### src/design/qaa_sqrt_stage.sv
// One registered step of a digit-by-digit integer square root.
module qaa_sqrt_stage #(
	parameter int RAD_W  = 61,
	parameter int ROOT_W = 31,
	parameter int BIT    = 30
) (
	input  logic              clk,
	input  logic              en,
	input  logic [RAD_W-1:0]  rem_i,
	input  logic [ROOT_W-1:0] root_i,
	output logic [RAD_W-1:0]  rem_o,
	output logic [ROOT_W-1:0] root_o
);

	localparam int CW = ((RAD_W > ROOT_W + BIT + 1) ? RAD_W : ROOT_W + BIT + 1) + 1;

	logic [CW-1:0]     trial;
	logic              fits;
	logic [RAD_W-1:0]  rem_s1;
	logic [ROOT_W-1:0] root_s1;

	// Test whether this root bit can be set: (root + 2^b)^2 <= radicand
	assign trial = (CW'(root_i) << (BIT + 1)) + (CW'(1) << (2 * BIT));
	assign fits  = CW'(rem_i) >= trial;

	// Advance remainder and partial root
	always_ff @(posedge clk) begin
		if (en) begin
			rem_s1  <= fits ? RAD_W'(CW'(rem_i) - trial) : rem_i;
			root_s1 <= fits ? (root_i | (ROOT_W'(1) << BIT)) : root_i;
		end
	end

	assign rem_o  = rem_s1;
	assign root_o = root_s1;

endmodule

### config.mk
export PLATFORM = sky130hd
export DESIGN_NAME = qaa_sqrt_stage
export DESIGN_NICKNAME = d
export VERILOG_FILES = /design/src/design/qaa_sqrt_stage.sv
export SDC_FILE = /design/constraint.sdc
export NUM_CORES = 1
export LEC_CHECK = 0
export BUFFER_PORTS_ARGS = -buffer_cell sky130_fd_sc_hd__buf_2
export CAP_MARGIN = 15
export CELL_PAD_IN_SITES_DETAIL_PLACEMENT = 1
export CELL_PAD_IN_SITES_GLOBAL_PLACEMENT = 1
export CORE_MARGIN = 4
export CORE_UTILIZATION = 34
export DETAILED_ROUTE_END_ITERATION = 7
export PLACE_DENSITY_LB_ADDON = 0.1
export SLEW_MARGIN = 5
export SYNTH_ARGS = -nofsm -noshare
export SYNTH_HDL_FRONTEND = slang
export SYNTH_SLANG_ARGS = --single-unit
### constraint.sdc
create_clock -name clk -period 2.6 [get_ports clk]
set_input_delay 0.39 -clock clk [delete_from_list [all_inputs] [get_ports clk]]
set_output_delay 0.39 -clock clk [all_outputs]
set_load 0.01 [all_outputs]
==> flow_summary.yaml, run 1 <==
worst_setup_path:
  critPathLaunch: "root_i[9]"
  end_kind: "flop"
  crit_path_start_kind: "input port"
  cp_max_fo: 7
  critPathKind: "input port to flop"
  required_ps: 2680
  critPathArrivalTime_ps: 2620
timing:
  holdWs_ps: 228
  rsz0062_at_grt: "true"
  drv_slew: 0
  fmax_ghz: 0.394
  finalSetupTns_ps: 0
  tightest_slew_ps: 464
  max_slew_margin_pct: 68.7
  setup_violations: 0
  period_minus_slack_ps: 2540
  period_share_pct: 97.6
  hold_viol: 0
global_route:
  gr-usage-all-layers_pct: 18.3
  grt_max_degree: 63
  antenna_found_initial: 1
  overflow: 0
  grt_pass1_wl_mm: 24.1
  grt_pass1_vias: 4919
clock_tree:
  clk_pin_slew_ps: 70
  cts_tree: "built"
  clkSinkCount: 92
  cts_buffers: 9
  clock-root-buffer: "clkbuf_16"
  holdBufCountCts: 0
  htree_levels: 3
  cts_buffer_depth: 2
synthesis:
  synth.net_count: 567
  synth_cell_types: 50
  ys_seq_area_share_pct: 55.7
  synth-edff-count: 92
  synthArstFlopShare_pct: 0
  synth_cells: 440
  ys_warn_count: 0
  syn_area_mm2: 0.00496
  avgSynthCellArea_um2: 11.3
  synth_ff_type: "edfxtp_1"
  ys_seq_elements: 92
min_path:
  hold_class: "input port to flop"
  hold_start: "root_i[21]"
  min_to: "root_o[21]"
  hold_depth: 1
floorplan:
  fp.coreArea_mm2: 0.0141
  io_pins: 186
  die-area_mm2: 0.0166
  rows: 43
  die_y_um: 129
  die_width_um: 129
  start_util_pct: 35.2
drt:
  drtAntennaViolNets: 0
  drc: 0
  avgViaCountPerCell: 4.99
  drtIter0Drc: 165
  vias: 4470
  wirelength_mm: 15.4
  first_pass_iters: 4
  routedWlPerCell_um: 17.2
cells_and_area:
  seq_area_mm2: 0.00276
  design_area_mm2: 0.00722
  drive_gt1_share_pct: 45.1
  finalNetCount: 836
  postLayoutCoreUtil_pct: 51.2
  area_growth_pct: 45.5
  multi_input_comb_area_mm2: 0.00217
  fill_cells: 1620
place:
  placed_area_mm2: 0.00670
  place.gp.congestion: 0.801
  hpwlAfterDp_mm: 12.4
  numPortBuffers: 185
power:
  leakage_nw: 3.30
  finalPower_mw: 4.14
  powerDensity_mw_per_mm2: 574
  ir_drop_v: 0.000379
run_status:
  outcome: "complete, no violations"
job:
  drv_cap: 0
[kinds of logic (layout without fill, tap and decap cells)]
family	Yosys count	count (layout)	synth area share (%)
other cells	0	1	0
mux	2	2	0.504
xor+xnor	24	24	4.24
fa+ha+maj	33	33	8.48
compound gates	121	121	14.8
flops	92	92	55.7
buf+inv	51	325	4.34
simple gates	117	117	11.9
[stage by stage]
| step | instances | setup slack, ps |
|---|---|---|
| floorplan | 440 | 1.11 |
| global placement | 872 | -372 |
| detailed placement | 872 | -421 |
| CTS | 889 | 2.72 |
| global route | 895 | -49.5 |
| finish | 895 | 62.7 |
[timing repair]
item / 4_1_cts / 5_1_grt
gates resized for setup: 3 / 29
pin swaps: 2 / 18
buffers inserted: 1 / 5
setup endpoints to repair: 18 / 30
[critical path, stage by stage]
cell and delay [ps]:
buf_2 90, inv_1 50, ha_4 280, nand3_4 100, nor4_4 260, buf_4 160
nand4_1 120, or4_4 560, o311a_4 180, buf_6 140, mux2i_2 180, o311ai_2 120
[how the worst max path moves through the flow]
| stage | slack, ps | depth (start not counted) | endpoint |
|---|---|---|---|
| after CTS | 3 | 13 | rem_o[53] |
| after floorplan | 1 | 12 | rem_o[53] |
| after detailed placement | -420 | 13 | rem_o[53] |
| final | 60 | 12 | rem_o[58] |
| after global routing | -50 | 13 | rem_o[33] |
| after global placement | -370 | 11 | rem_o[58] |
[cells in the mapped netlist (all sizes together) (4+ instances only)]
master | number | area share [%]
ha | 32 | 8.1
o21a | 5 | 0.76
nand2 | 49 | 3.7
nor4 | 8 | 1.0
clkbuf | 6 | 0.45
a21o | 11 | 1.7
nor2 | 12 | 0.91
edfxtp | 92 | 56
o211ai | 4 | 0.81
nor2b | 4 | 0.50
nand4 | 8 | 1.0
nand3 | 11 | 1.3
xor2 | 13 | 2.3
nand2b | 6 | 0.76
inv | 36 | 2.7
and3 | 4 | 0.50
xnor2 | 11 | 1.9
a21oi | 31 | 3.1
o21ai | 51 | 5.1
buf | 9 | 1.2
[cell usage in the layout, fill, tap and decap left out, types with 7 or more instances in the layout]
| cell type | n |
|---|---|
| a21o_1 | 11 |
| a21oi_1 | 30 |
| buf_2 | 183 |
| buf_4 | 86 |
| clkbuf_16 | 9 |
| edfxtp_1 | 92 |
| ha_1 | 26 |
| inv_1 | 34 |
| nand2_1 | 49 |
| nand3_1 | 8 |
| nand4_1 | 8 |
| nor2_1 | 12 |
| nor4_1 | 7 |
| o21ai_0 | 46 |
| xnor2_1 | 11 |
| xor2_1 | 13 |
[state kept, by name, indices dropped and copies added, names as in the netlist]
name	count
rem_o	61
root_o	31
[cell type report]
cell class                      count  area share, %
Tap cell                          180           3.12
Timing Repair Buffer              273           22.4
Clock buffer                        9           3.12
Antenna cell                        1         0.0347
Multi-Input combinational cell    297           30.1
Inverter                           36           1.91
Sequential cell                    92           38.3
Clock inverter                      7          0.971
[metal layers]
metal,vias to the layer above,part of all wire [%],track usage [%]
li1,2158,-,-
met1,2170,41,22.0
met2,129,52,32.7
met3,13,5.6,4.03
met4,0,1.3,5.50
met5,-,0,0
[where the power goes]
group	internal, mW	switching, mW
combinational	0.485	0.546
sequential	1.78	0.0312
clock	0.676	0.628
total	2.94	1.21
(Power assumes the default switching activity.)
==> run 2, diff against run 1 <==
==> constraint.sdc (replaced) <==
create_clock -name clk -period 2.6 [get_ports clk]
set_input_delay 0.65 -clock clk [delete_from_list [all_inputs] [get_ports clk]]
set_output_delay 0.65 -clock clk [all_outputs]
set_load 0.01 [all_outputs]
==> run 2 against run 1 <==
Cell count rose by 4.0%. Clock power grew 9%. Count of clock-buffer cells in the layout unchanged. The flow now finishes with violations (negative setup slack). Highest routed layer unchanged. Largest power group unchanged. Critical path type unchanged. Global-route usage up 0.80 points.
==> flow_summary.yaml, run 2 (synthesis results as in run 1) <==
run_status:
  outcome: "finished with violations"
  failed_checks: "negative setup slack"
cells_and_area:
  area_growth_pct: 63.1
  drive_gt1_share_pct: 55.8
  finalNetCount: 873
  design_area_mm2: 0.00809
  largest_reg_flops: 61
  num_antenna_cells: 0
  layout_commonest_cell: "buf_2"
  final_cell_mix: "buf_2, buf_4, edfxtp_1"
floorplan:
  die_y_um: 129
  fp.coreArea_mm2: 0.0141
  die-area_mm2: 0.0166
  start_util_pct: 35.2
  rows: 43
  io_pins: 186
  die_width_um: 129
timing:
  rsz0062_at_grt: "true"
  period_share_pct: 103
  period_minus_slack_ps: 2680
  fin_ws_ps: -80.6
  hold_viol: 0
  fmax_ghz: 0.373
  tightest_slew_ps: 425
  setup_violations: 21
  max_slew_margin_pct: 71.5
  finalSetupTns_ps: -1010
  drv_slew: 0
global_route:
  grt_pass1_wl_mm: 25.1
  antenna_found_initial: 0
  grt_max_degree: 45
  gr-usage-all-layers_pct: 19.1
  overflow: 0
  grt_pass1_vias: 5014
drt:
  wirelength_mm: 17.5
  vias: 4735
  routedWlPerCell_um: 18.8
  first_pass_iters: 4
  avgViaCountPerCell: 5.09
  drc: 0
  drtIter0Drc: 182
  drtAntennaViolNets: 0
power:
  pwr-share-comb_pct: 28.0
  p_sw_mw: 1.33
  pwr-share-clk_pct: 31.7
  powerDensity_mw_per_mm2: 555
  switching_share_pct: 29.7
  p_int_mw: 3.16
  ir_drop_v: 0.000417
  leakage_nw: 3.60
  seqPwrFrac_pct: 40.3
worst_setup_path:
  critPathLaunch: "rem_i[31]"
  critical_path.max_stage_delay_ps: 370
  critPathKind: "input port to flop"
  worst-path-buf-inv: 5
  cp_max_fo: 5
  end_kind: "flop"
  crit_path_start_kind: "input port"
  required_ps: 2710
  cp_top_family: "compound AO/OA/AOI/OAI gates"
  crit_chain: "buf_12 -> inv_12 -> ha_4 -> inv_2 -> fa_2 -> a211oi_4 -> o211ai_2 -> o211ai_4 -> o21ai_2 -> o21ai_2 -> buf_4 -> o311a_4 -> buf_6 -> o21ai_1"
  critPathArrivalTime_ps: 2790
  crit_slowest_cell: "fa_2"
  crit_path_frequent_cell: "o21ai_2"
clock_tree:
  clkSinkCount: 92
  clock-root-buffer: "clkbuf_16"
  cts_buffer_depth: 2
  cts_buffers: 9
  holdBufCountCts: 0
  cts_tree: "built"
  clk_pin_slew_ps: 70
  htree_levels: 3
place:
  place.gp.congestion: 0.871
  hpwlAfterDp_mm: 12.5
  numPortBuffers: 185
  placed_area_mm2: 0.00695
  dp_slack_ps: -727
min_path:
  hold_start: "root_i[22]"
  hold_class: "input port to flop"
job:
  drv_cap: 0
[run 2: metrics by stage]
| step | std cells | util [%] | hold WS (ps) | power (mW) |
|---|---|---|---|---|
| 2_1_floorplan | 440 | - | 749 | 2.33 |
| 3_3_place_gp | 893 | 49.3 | 842 | 2.84 |
| 3_5_place_dp | 893 | 49.3 | 844 | 2.88 |
| 4_1_cts | 916 | 53.4 | 475 | 4.37 |
| 5_1_grt | 931 | 57.4 | 459 | 4.70 |
| 6_report | 931 | 57.4 | 467 | 4.49 |
[run 2: power by group through the flow]
stage / Clock (mW) / Sequential [mW] / Combinational, mW
CTS: 1.45 / 1.81 / 1.11
detailed placement: 0 / 1.84 / 1.03
floorplan: 0 / 1.92 / 0.415
global placement: 0 / 1.84 / 1.00
global route: 1.51 / 1.82 / 1.37
finish: 1.42 / 1.81 / 1.26
[run 2: final cells by class]
| type | count | area (um2) |
|---|---|---|
| Tap cell | 180 | 225 |
| Sequential cell | 92 | 2760 |
| Clock buffer | 9 | 225 |
| Clock inverter | 7 | 91.3 |
| Fill cell | 1563 | 6000 |
| Inverter | 36 | 150 |
| Multi-Input combinational cell | 299 | 2580 |
| Timing Repair Buffer | 308 | 2060 |
[run 2: metal layers]
| layer | vias up | wire length (um) | global-route usage [%] |
|---|---|---|---|
| li1 | 2247 | - | - |
| met1 | 2329 | 7150 | 22.6 |
| met2 | 136 | 9210 | 34.9 |
| met3 | 23 | 891 | 3.86 |
| met4 | 0 | 261 | 5.56 |
| met5 | - | 0 | 0 |
[run 2: final timing paths]
kind                     end  slack, ps  depth (start not counted)
setup / recovery   rem_o[53]        -80                         14
hold / removal    root_o[22]        470                          1
[run 2: repair_timing]
| action | 4_1_cts | 5_1_grt |
|---|---|---|
| buffers inserted | 8 | 7 |
| endpoints found under the setup margin | 30 | 30 |
| endpoints found under the hold margin | 0 | 0 |
| pin swaps | 20 | 42 |
| cloned | 0 | 8 |
| resized for setup | 38 | 113 |
